$ cat config.mk
export PLATFORM = sky130hd
export DESIGN_NAME = parking_aid_blink_controller_flat
export DESIGN_NICKNAME = d
export VERILOG_FILES = /design/src/sv/pabc_pkg.sv /design/src/sv/pabc_if.sv /design/src/sv/pabc_front.sv /design/src/sv/pabc_queue.sv /design/src/sv/pabc_back.sv /design/src/sv/parking_aid_blink_controller.sv /design/src/flat_wrapper.sv
export SDC_FILE = /design/constraint.sdc
export NUM_CORES = 1
export LEC_CHECK = 0
export BUFFER_PORTS_ARGS = -buffer_cell sky130_fd_sc_hd__buf_2
export CORE_MARGIN = 1
export CORE_UTILIZATION = 60
export DETAILED_ROUTE_END_ITERATION = 8
export HOLD_SLACK_MARGIN = 0.03
export PLACE_DENSITY = 0.89
export SLEW_MARGIN = 30
export SYNTH_ARGS = -nofsm -noshare
export SYNTH_HDL_FRONTEND = slang
export SYNTH_SLANG_ARGS = --single-unit
export TNS_END_PERCENT = 20
$ cat constraint.sdc
create_clock -name clk -period 19.9 [get_ports clk]
set_input_delay 3.98 -clock clk [delete_from_list [all_inputs] [get_ports clk]]
set_output_delay 3.98 -clock clk [all_outputs]
set_load 0.02 [all_outputs]
$ cat src/sv/pabc_pkg.sv
`timescale 1ns / 1ps

package pabc_pkg;

  localparam int unsigned LevelW   = 6;
  localparam int unsigned AvgW     = 10;
  localparam int unsigned CountW   = 7;
  localparam int unsigned OffsetW  = 10;
  localparam int unsigned DelayW   = 12;
  localparam int unsigned CfgIdxW  = 3;
  localparam int unsigned CfgDataW = 10;
  localparam logic [LevelW-1:0] MaxLevel = 6'd32;

  typedef enum logic [1:0] {
    ACT_SLEEP = 2'd0,
    ACT_OFF   = 2'd1,
    ACT_BLINK = 2'd2
  } action_t;

  typedef enum logic [CfgIdxW-1:0] {
    CFG_TOO_FAR      = 3'd0,
    CFG_LIGHT_LIMIT  = 3'd1,
    CFG_DIST_LIMIT   = 3'd2,
    CFG_DELAY_OFFSET = 3'd3,
    CFG_LIGHT_EN     = 3'd4
  } cfg_idx_t;

  typedef struct packed {
    logic [LevelW-1:0]  too_far_level;
    logic [CountW-1:0]  light_quiet_limit;
    logic [CountW-1:0]  distance_quiet_limit;
    logic [OffsetW-1:0] delay_offset;
    logic               light_enable;
  } cfg_t;

  // one classified request waiting for the delay math
  typedef struct packed {
    action_t           action;
    logic              led_pin;
    logic [LevelW-1:0] gap;      // 32 - distance, 0 above range
  } job_t;

  typedef enum logic [1:0] {
    BK_IDLE,
    BK_SQUARE,
    BK_CUBE,
    BK_OUT
  } back_state_t;

  // sample + floor(15*avg/16), kept to 10 bits
  function automatic logic [AvgW-1:0] avg_update(input logic [AvgW-1:0] avg,
                                                 input logic [LevelW-1:0] sample);
    logic [AvgW+3:0] prod;
    logic [AvgW-1:0] res;
    prod = {4'd0, avg} * 14'd15;
    res  = {4'd0, sample} + prod[AvgW+3:4];
    return res;
  endfunction

  // sample more than one away from avg/16
  function automatic logic is_change(input logic [AvgW-1:0] avg,
                                     input logic [LevelW-1:0] sample);
    logic [LevelW:0] center;
    logic [LevelW:0] s;
    center = {1'b0, avg[AvgW-1:4]};
    s      = {1'b0, sample};
    return ((s + 7'd1) < center) || (s > (center + 7'd1));
  endfunction

endpackage

$ cat src/sv/pabc_if.sv
`timescale 1ns / 1ps

interface pabc_in_if;
  import pabc_pkg::*;
  logic              valid;
  logic              ready;
  logic [LevelW-1:0] light_level;
  logic [LevelW-1:0] distance_level;
  modport source (output valid, output light_level, output distance_level, input ready);
  modport sink   (input valid, input light_level, input distance_level, output ready);
endinterface

interface pabc_out_if;
  import pabc_pkg::*;
  logic              valid;
  logic              ready;
  logic [1:0]        action;
  logic              led_pin;
  logic [DelayW-1:0] delay_ms;
  modport source (output valid, output action, output led_pin, output delay_ms, input ready);
  modport sink   (input valid, input action, input led_pin, input delay_ms, output ready);
endinterface

$ cat src/sv/pabc_front.sv
`timescale 1ns / 1ps

module pabc_front import pabc_pkg::*; (
  input  logic      clk,
  input  logic      rst_n,
  pabc_in_if.sink   in_ch,
  input  cfg_t      cfg,
  input  logic      q_full,
  output logic      push,
  output job_t      push_job
);

  logic [AvgW-1:0]   light_avg_r, light_avg_nxt;
  logic [AvgW-1:0]   dist_avg_r, dist_avg_nxt;
  logic [CountW-1:0] light_cnt_r, light_cnt_nxt;
  logic [CountW-1:0] dist_cnt_r, dist_cnt_nxt;
  logic              waiting_r, waiting_nxt;
  logic              led_r, led_nxt;

  logic [LevelW-1:0] light, dist_lvl;
  logic              near;
  logic              light_sleep;
  logic [CountW:0]   tick;
  action_t           action;

  assign in_ch.ready = !q_full;
  assign push        = in_ch.valid && !q_full;
  assign light       = in_ch.light_level;
  assign dist_lvl    = in_ch.distance_level;
  assign near        = dist_lvl <= cfg.too_far_level;

  always_comb begin
    light_avg_nxt = light_avg_r;
    dist_avg_nxt  = dist_avg_r;
    light_cnt_nxt = light_cnt_r;
    dist_cnt_nxt  = dist_cnt_r;
    waiting_nxt   = waiting_r;
    led_nxt       = led_r;
    light_sleep   = 1'b0;
    tick          = '0;
    action        = ACT_OFF;
    if (waiting_r) begin
      if (!near) begin
        led_nxt = 1'b1;
      end else begin
        waiting_nxt  = 1'b0;
        dist_cnt_nxt = '0;
        led_nxt      = !led_r;
        action       = ACT_BLINK;
      end
    end else begin
      if (cfg.light_enable) begin
        light_avg_nxt = avg_update(light_avg_r, light);
        if (is_change(light_avg_nxt, light)) begin
          light_cnt_nxt = '0;
          dist_cnt_nxt  = '0;
        end
        tick = {1'b0, light_cnt_nxt} + 8'd1;
        if (tick >= {1'b0, cfg.light_quiet_limit}) begin
          light_cnt_nxt = cfg.light_quiet_limit;
          light_sleep   = 1'b1;
        end else begin
          light_cnt_nxt = tick[CountW-1:0];
        end
      end
      if (light_sleep) begin
        action = ACT_SLEEP;
      end else if (near) begin
        led_nxt = 1'b1;
      end else begin
        dist_avg_nxt = avg_update(dist_avg_r, dist_lvl);
        if (is_change(dist_avg_nxt, dist_lvl)) begin
          dist_cnt_nxt = '0;
        end
        tick = {1'b0, dist_cnt_nxt} + 8'd1;
        if (tick >= {1'b0, cfg.distance_quiet_limit}) begin
          dist_cnt_nxt = cfg.distance_quiet_limit;
          led_nxt      = 1'b1;
          waiting_nxt  = 1'b1;
        end else begin
          dist_cnt_nxt = tick[CountW-1:0];
          led_nxt      = !led_r;
          action       = ACT_BLINK;
        end
      end
    end
  end

  always_comb begin
    push_job.action  = action;
    push_job.led_pin = led_nxt;
    push_job.gap     = (dist_lvl > MaxLevel) ? '0 : (MaxLevel - dist_lvl);
  end

  always_ff @(posedge clk) begin
    if (!rst_n) begin
      light_avg_r <= '0;
      dist_avg_r  <= '0;
      light_cnt_r <= '0;
      dist_cnt_r  <= '0;
      waiting_r   <= 1'b0;
      led_r       <= 1'b0;
    end else if (push) begin
      light_avg_r <= light_avg_nxt;
      dist_avg_r  <= dist_avg_nxt;
      light_cnt_r <= light_cnt_nxt;
      dist_cnt_r  <= dist_cnt_nxt;
      waiting_r   <= waiting_nxt;
      led_r       <= led_nxt;
    end
  end

endmodule

$ cat src/sv/pabc_queue.sv
`timescale 1ns / 1ps

module pabc_queue import pabc_pkg::*; (
  input  logic clk,
  input  logic rst_n,
  input  logic push,
  input  job_t push_job,
  input  logic pop,
  output job_t pop_job,
  output logic full,
  output logic empty
);

  job_t       slot_r [2];
  logic       wr_ptr_r, rd_ptr_r;
  logic [1:0] count_r;

  assign full    = count_r == 2'd2;
  assign empty   = count_r == 2'd0;
  assign pop_job = slot_r[rd_ptr_r];

  always_ff @(posedge clk) begin
    if (push) begin
      slot_r[wr_ptr_r] <= push_job;
    end
  end

  always_ff @(posedge clk) begin
    if (!rst_n) begin
      wr_ptr_r <= 1'b0;
      rd_ptr_r <= 1'b0;
      count_r  <= '0;
    end else begin
      if (push) begin
        wr_ptr_r <= !wr_ptr_r;
      end
      if (pop) begin
        rd_ptr_r <= !rd_ptr_r;
      end
      case ({push, pop})
        2'b10:   count_r <= count_r + 2'd1;
        2'b01:   count_r <= count_r - 2'd1;
        default: count_r <= count_r;
      endcase
    end
  end

endmodule

$ cat src/sv/pabc_back.sv
`timescale 1ns / 1ps

module pabc_back import pabc_pkg::*; (
  input  logic               clk,
  input  logic               rst_n,
  input  logic               empty,
  input  job_t               pop_job,
  output logic               pop,
  input  logic [OffsetW-1:0] delay_offset,
  pabc_out_if.source         out_ch
);

  back_state_t       state_r, state_nxt;
  job_t              job_r;
  logic [10:0]       sq_r;
  logic [DelayW-1:0] delay_r;
  logic [16:0]       cube;
  logic [DelayW-1:0] delay_sum;

  // gap^3 peaks at 32768, so bits [15:4] hold the /16 result
  assign cube      = {6'd0, sq_r} * {11'd0, job_r.gap};
  assign delay_sum = cube[15:4] + {2'd0, delay_offset};

  always_comb begin
    state_nxt = state_r;
    pop       = 1'b0;
    case (state_r)
      BK_IDLE: begin
        if (!empty) begin
          pop       = 1'b1;
          state_nxt = BK_SQUARE;
        end
      end
      BK_SQUARE: state_nxt = BK_CUBE;
      BK_CUBE:   state_nxt = BK_OUT;
      BK_OUT: begin
        if (out_ch.ready) begin
          state_nxt = BK_IDLE;
        end
      end
      default: state_nxt = BK_IDLE;
    endcase
  end

  always_ff @(posedge clk) begin
    if (!rst_n) begin
      state_r <= BK_IDLE;
    end else begin
      state_r <= state_nxt;
    end
  end

  always_ff @(posedge clk) begin
    if (pop) begin
      job_r <= pop_job;
    end
    if (state_r == BK_SQUARE) begin
      sq_r <= {5'd0, job_r.gap} * {5'd0, job_r.gap};
    end
    if (state_r == BK_CUBE) begin
      delay_r <= (job_r.action == ACT_BLINK) ? delay_sum : '0;
    end
  end

  assign out_ch.valid    = state_r == BK_OUT;
  assign out_ch.action   = job_r.action;
  assign out_ch.led_pin  = job_r.led_pin;
  assign out_ch.delay_ms = delay_r;

endmodule

$ cat src/sv/parking_aid_blink_controller.sv
`timescale 1ns / 1ps
// Parking aid blink controller.
// in_ch carries one sensor loop request (light and distance ladder levels);
// out_ch returns one result per request: action, LED pin level and blink
// delay in ms. Both use valid/ready; a request moves when both are high.
// The front stage updates averages, quiet counters, wait mode and the LED
// in the accept cycle and drops a classified job into a two-entry queue.
// The back stage pops a job and squares then cubes the distance gap
// through small multipliers, adding the delay offset for blink jobs
// (other actions give a zero delay); it pops, squares, cubes and
// presents each job and takes the next only once the result is taken.
// A stalled out_ch holds the result; the front keeps taking requests until
// the queue fills, then drops in_ch.ready.
// cfg_we/cfg_index/cfg_data write registers; the user must do so only
// while the block is idle, which the block itself does not enforce.
// Synchronous reset clears control state, LED on, registers to defaults.

module parking_aid_blink_controller import pabc_pkg::*; (
  input  logic                clk,
  input  logic                rst_n,
  pabc_in_if.sink             in_ch,
  pabc_out_if.source          out_ch,
  input  logic                cfg_we,
  input  logic [CfgIdxW-1:0]  cfg_index,
  input  logic [CfgDataW-1:0] cfg_data
);

  cfg_t cfg_r;
  logic push, pop, q_full, q_empty;
  job_t push_job, pop_job;

  always_ff @(posedge clk) begin
    if (!rst_n) begin
      cfg_r.too_far_level        <= 6'd6;
      cfg_r.light_quiet_limit    <= 7'd100;
      cfg_r.distance_quiet_limit <= 7'd30;
      cfg_r.delay_offset         <= 10'd50;
      cfg_r.light_enable         <= 1'b1;
    end else if (cfg_we) begin
      case (cfg_index)
        CFG_TOO_FAR:      cfg_r.too_far_level        <= cfg_data[LevelW-1:0];
        CFG_LIGHT_LIMIT:  cfg_r.light_quiet_limit    <= cfg_data[CountW-1:0];
        CFG_DIST_LIMIT:   cfg_r.distance_quiet_limit <= cfg_data[CountW-1:0];
        CFG_DELAY_OFFSET: cfg_r.delay_offset         <= cfg_data[OffsetW-1:0];
        CFG_LIGHT_EN:     cfg_r.light_enable         <= cfg_data[0];
        default:          cfg_r <= cfg_r;
      endcase
    end
  end

  pabc_front u_front (
    .clk      (clk),
    .rst_n    (rst_n),
    .in_ch    (in_ch),
    .cfg      (cfg_r),
    .q_full   (q_full),
    .push     (push),
    .push_job (push_job)
  );

  pabc_queue u_queue (
    .clk      (clk),
    .rst_n    (rst_n),
    .push     (push),
    .push_job (push_job),
    .pop      (pop),
    .pop_job  (pop_job),
    .full     (q_full),
    .empty    (q_empty)
  );

  pabc_back u_back (
    .clk          (clk),
    .rst_n        (rst_n),
    .empty        (q_empty),
    .pop_job      (pop_job),
    .pop          (pop),
    .delay_offset (cfg_r.delay_offset),
    .out_ch       (out_ch)
  );

endmodule

$ cat src/flat_wrapper.sv
// flat-port wrapper written by rule: the top's interface ports become plain ports
module parking_aid_blink_controller_flat import pabc_pkg::*;
  (clk, rst_n, cfg_we, cfg_index, cfg_data, in_ch_valid, in_ch_light_level, in_ch_distance_level, in_ch_ready, out_ch_valid, out_ch_action, out_ch_led_pin, out_ch_delay_ms, out_ch_ready);
  pabc_in_if in_ch_i ();
  pabc_out_if out_ch_i ();
  input  logic clk;
  input  logic rst_n;
  input  logic cfg_we;
  input  logic [CfgIdxW-1:0] cfg_index;
  input  logic [CfgDataW-1:0] cfg_data;
  input wire logic [$bits(in_ch_i.valid)-1:0] in_ch_valid;
  input wire logic [$bits(in_ch_i.light_level)-1:0] in_ch_light_level;
  input wire logic [$bits(in_ch_i.distance_level)-1:0] in_ch_distance_level;
  output wire logic [$bits(in_ch_i.ready)-1:0] in_ch_ready;
  output wire logic [$bits(out_ch_i.valid)-1:0] out_ch_valid;
  output wire logic [$bits(out_ch_i.action)-1:0] out_ch_action;
  output wire logic [$bits(out_ch_i.led_pin)-1:0] out_ch_led_pin;
  output wire logic [$bits(out_ch_i.delay_ms)-1:0] out_ch_delay_ms;
  input wire logic [$bits(out_ch_i.ready)-1:0] out_ch_ready;
  assign in_ch_i.valid = in_ch_valid;
  assign in_ch_i.light_level = in_ch_light_level;
  assign in_ch_i.distance_level = in_ch_distance_level;
  assign in_ch_ready = in_ch_i.ready;
  assign out_ch_valid = out_ch_i.valid;
  assign out_ch_action = out_ch_i.action;
  assign out_ch_led_pin = out_ch_i.led_pin;
  assign out_ch_delay_ms = out_ch_i.delay_ms;
  assign out_ch_i.ready = out_ch_ready;
  parking_aid_blink_controller u_core (.clk(clk), .rst_n(rst_n), .in_ch(in_ch_i), .out_ch(out_ch_i), .cfg_we(cfg_we), .cfg_index(cfg_index), .cfg_data(cfg_data));
endmodule
==> results by group <==
STA
  – Setup Total Neg Slack: 0 ns
  – Period utilization: 0.518
  – RSZ-0062 raised after global routing: false
  – Slew Limit Fails: 0
  – Final setup vio count: 0
  – Final Hold Violating Endpoints: 0
  – Clock skew: 0.00958 ns
  – Fmax: 97.1 MHz
  – Actual slew at the worst max-slew pin: 0.882 ns
  – Slew headroom: 0.410
  – Fin crit period: 10.30 ns

Clocking
  – Post-CTS Setup Bufs: 0
  – H-Tree Level Count: 4
  – Clk Latency, worst-skew pair: 0.44 ns
  – CTS Buffer Depth: 2
  – Root buffer cell: clkbuf_16
  – CTS tree: yes
  – Hold_buf cts: 0
  – TritonCTS sink count: 122
  – Reg clk slew, reported paths: 0.06 ns
  – Post_cts resized: 0
  – CTS Buf Count: 17

Cells and area
  – Area Growth Syn to Fin: 8.24%
  – Share of cells above drive strength 1: 0.0854
  – Diode count: 0
  – Final nets: 1600

Global routing
  – Tot GR Track Use: 0.277
  – First-pass GRT wire length: 43.9 mm
  – Largest net degree at the start of global routing: 54
  – Initial antenna violation count: 0
  – GR Overflow Total: 0
  – Vias in the first global route: 9649

Status
  – Status: completed

Routing
  – Starting DRT DRC Count: 514
  – DRT Wirelength: 26.3 mm
  – DR vias: 9456
  – Wl on met1: 10.4 mm
  – Via/cell ratio: 5.84
  – Wire length on met3: 1.27 mm
  – Top Layer Used: met4
  – First-pass detailed-route iteration total: 5
  – WL/cell: 16.2 um
  – Post-route DRC: 0
  – Routed wl met2: 13.8 mm
  – Antenna-violating nets left: 0

Die
  – Die X: 142 um
  – Area of the die: 0.0200 mm2
  – # rows: 50
  – Core footprint: 0.0189 mm2
  – Die height: 142 um
  – IO Pins: 47
  – Starting Density: 0.618

Placed design
  – RePlAce Congestion: 0.923
  – PortBufs: 46
  – Hpwl dp: 20.3 mm

Synthesis
  – Area leader, netlist: ha_1
  – Most common library cells after synthesis: nand2_1 (156), inv_1 (154), ha_1 (149)
  – Post-synth top flop: dfxtp_1
  – Syn avg cell area: 8.90 um2
  – EDFF count, synth: 49
  – Mapped Area: 0.0117 mm2
  – Yosys reg bits: 122
  – Cell count after synthesis: 1313
  – Sequential area share after synthesis: 0.251
  – Async set-reset flop share out of synthesis: 0
  – Area contributors post-synth: ha_1 (16%), fa_1 (13%), edfxtp_1 (13%)
  – Top cell type's share of synthesized area: 0.160
  – Synth unique cells: 77
  – Warnings from Yosys: 0
  – Count leader, synth: nand2_1

Critical path
  – Worst Path Buf+Inv: 2
  – Worst path top cell family by delay: compound AO/OA/AOI/OAI gates
  – Crit path max-delay cell type: xnor2_2
  – Data arrival, critical path: 10.48 ns
  – CP peak stage delay: 0.43 ns
  – CP Max Fanout: 13
  – Setup CP Type: primary input to flop
  – Startpoint Class: primary input
  – CP endpoint kind: flop
  – CP required: 20.08 ns

Job
  – Max Cap Viol: 0

Worst hold path
  – Hold Path Class: flop to flop
-- stage by stage --
stage | area [um2] | util | std cells | setup slack [ns] | hold WS (ns)
after global placement | 12100 | 0.641 | 1587 | 9.56 | 0.444
after floorplan | 11700 | - | 1314 | 10.24 | 0.436
after detailed placement | 12100 | 0.641 | 1587 | 9.27 | 0.450
after CTS | 12600 | 0.669 | 1619 | 9.70 | 0.458
final | 12600 | 0.669 | 1619 | 9.60 | 0.463
after global routing | 12600 | 0.669 | 1619 | 9.10 | 0.481
-- final timing paths --
path	start	to	slack, ns	depth (start not counted)
max	in_ch_light_level[0]	u_core.u_queue.slot_r[1][7]	9.60	33
min	u_core.u_front.dist_avg_r[4]	u_core.u_front.dist_avg_r[4]	0.46	2
max reg2reg	u_core.u_front.light_avg_r[3]	u_core.u_queue.slot_r[1][7]	10.73	39
min reg2reg	u_core.u_front.dist_avg_r[4]	u_core.u_front.dist_avg_r[4]	0.46	2
-- worst register-to-register path, delay by kind of cell, from the launching register on --
family                   cells  cell delay [ns]
AO/OA/AOI/OAI               19             4.15
XOR/XNOR                     2             0.35
adder cells (fa/ha/maj)      7             2.37
buffers and inverters        3             0.24
flip-flops                   1             0.40
AND/OR/NAND/NOR              8             1.41
-- area by class of cell --
class,instances,area (um2)
clock buffer,17,425
tap,260,325
clock inverter,15,104
inverter,155,583
multi-input combinational,1004,8050
fill,1475,6250
timing repair buffer,46,230
sequential,122,2930
-- registers in the layout, indices dropped and copies added (netlist names) --
register	count
u_core.u_back.state_r	2
u_core.u_back.out_ch.led_pin	1
u_core.u_back.out_ch.delay_ms	12
u_core.u_front.dist_avg_r	10
u_core.u_front.light_avg_r	10
u_core.u_queue.wr_ptr_r	1
u_core.u_queue.rd_ptr_r	1
u_core.u_back.sq_r	10
u_core.u_front.waiting_r	1
u_core.u_queue.count_r	2
u_core.u_front.dist_cnt_r	7
u_core.u_front.light_cnt_r	7
u_core.u_queue.slot_r	18
u_core.u_front.led_r	1
u_core.cfg_r	31
u_core.u_back.out_ch.action	2
u_core.u_back.job_r	6
-- metal layers --
metal | track usage | vias to the layer above
met4 | 0.134 | 0
li1 | - | 4529
met1 | 0.308 | 4554
met3 | 0.0520 | 77
met2 | 0.509 | 296
met5 | 0 | -
-- cell usage in the layout, fill, tap and decap left out, drive strengths merged, types with 8 or more instances in the layout --
master  netlist  layout
o21bai       11      11
dfxtp        73      73
nor2         93      93
inv         155     156
fa           75      75
xor2         31      31
o21a         20      20
a211oi       24      24
nand2       156     156
nand2b       18      18
a31oi        11      11
and3         12      12
a21oi        93      93
o21ai        31      31
and2         37      37
nor3         21      21
clkbuf       27      17
mux2         10      10
ha          149     149
mux2i         8       8
xnor2        49      49
nand3        36      36
o211ai       12      12
clkinv        0      11
nor2b        18      18
buf           6      46
a21o         18      18
edfxtp       49      49
-- cell families after synthesis --
kind of cell / count (synthesis) / share of synthesized area
flip-flops: 122 / 0.251
buffers and inverters: 188 / 0.0619
multiplexers: 18 / 0.0168
AO/OA/AOI/OAI: 262 / 0.152
XOR/XNOR: 80 / 0.0619
AND/OR/NAND/NOR: 418 / 0.168
other: 1 / 0.000321
adder cells (fa/ha/maj): 224 / 0.288
Power is left out: the tool's default activity adds up to more than one toggle a clock period on the data nets, which glitch-free logic cannot reach.
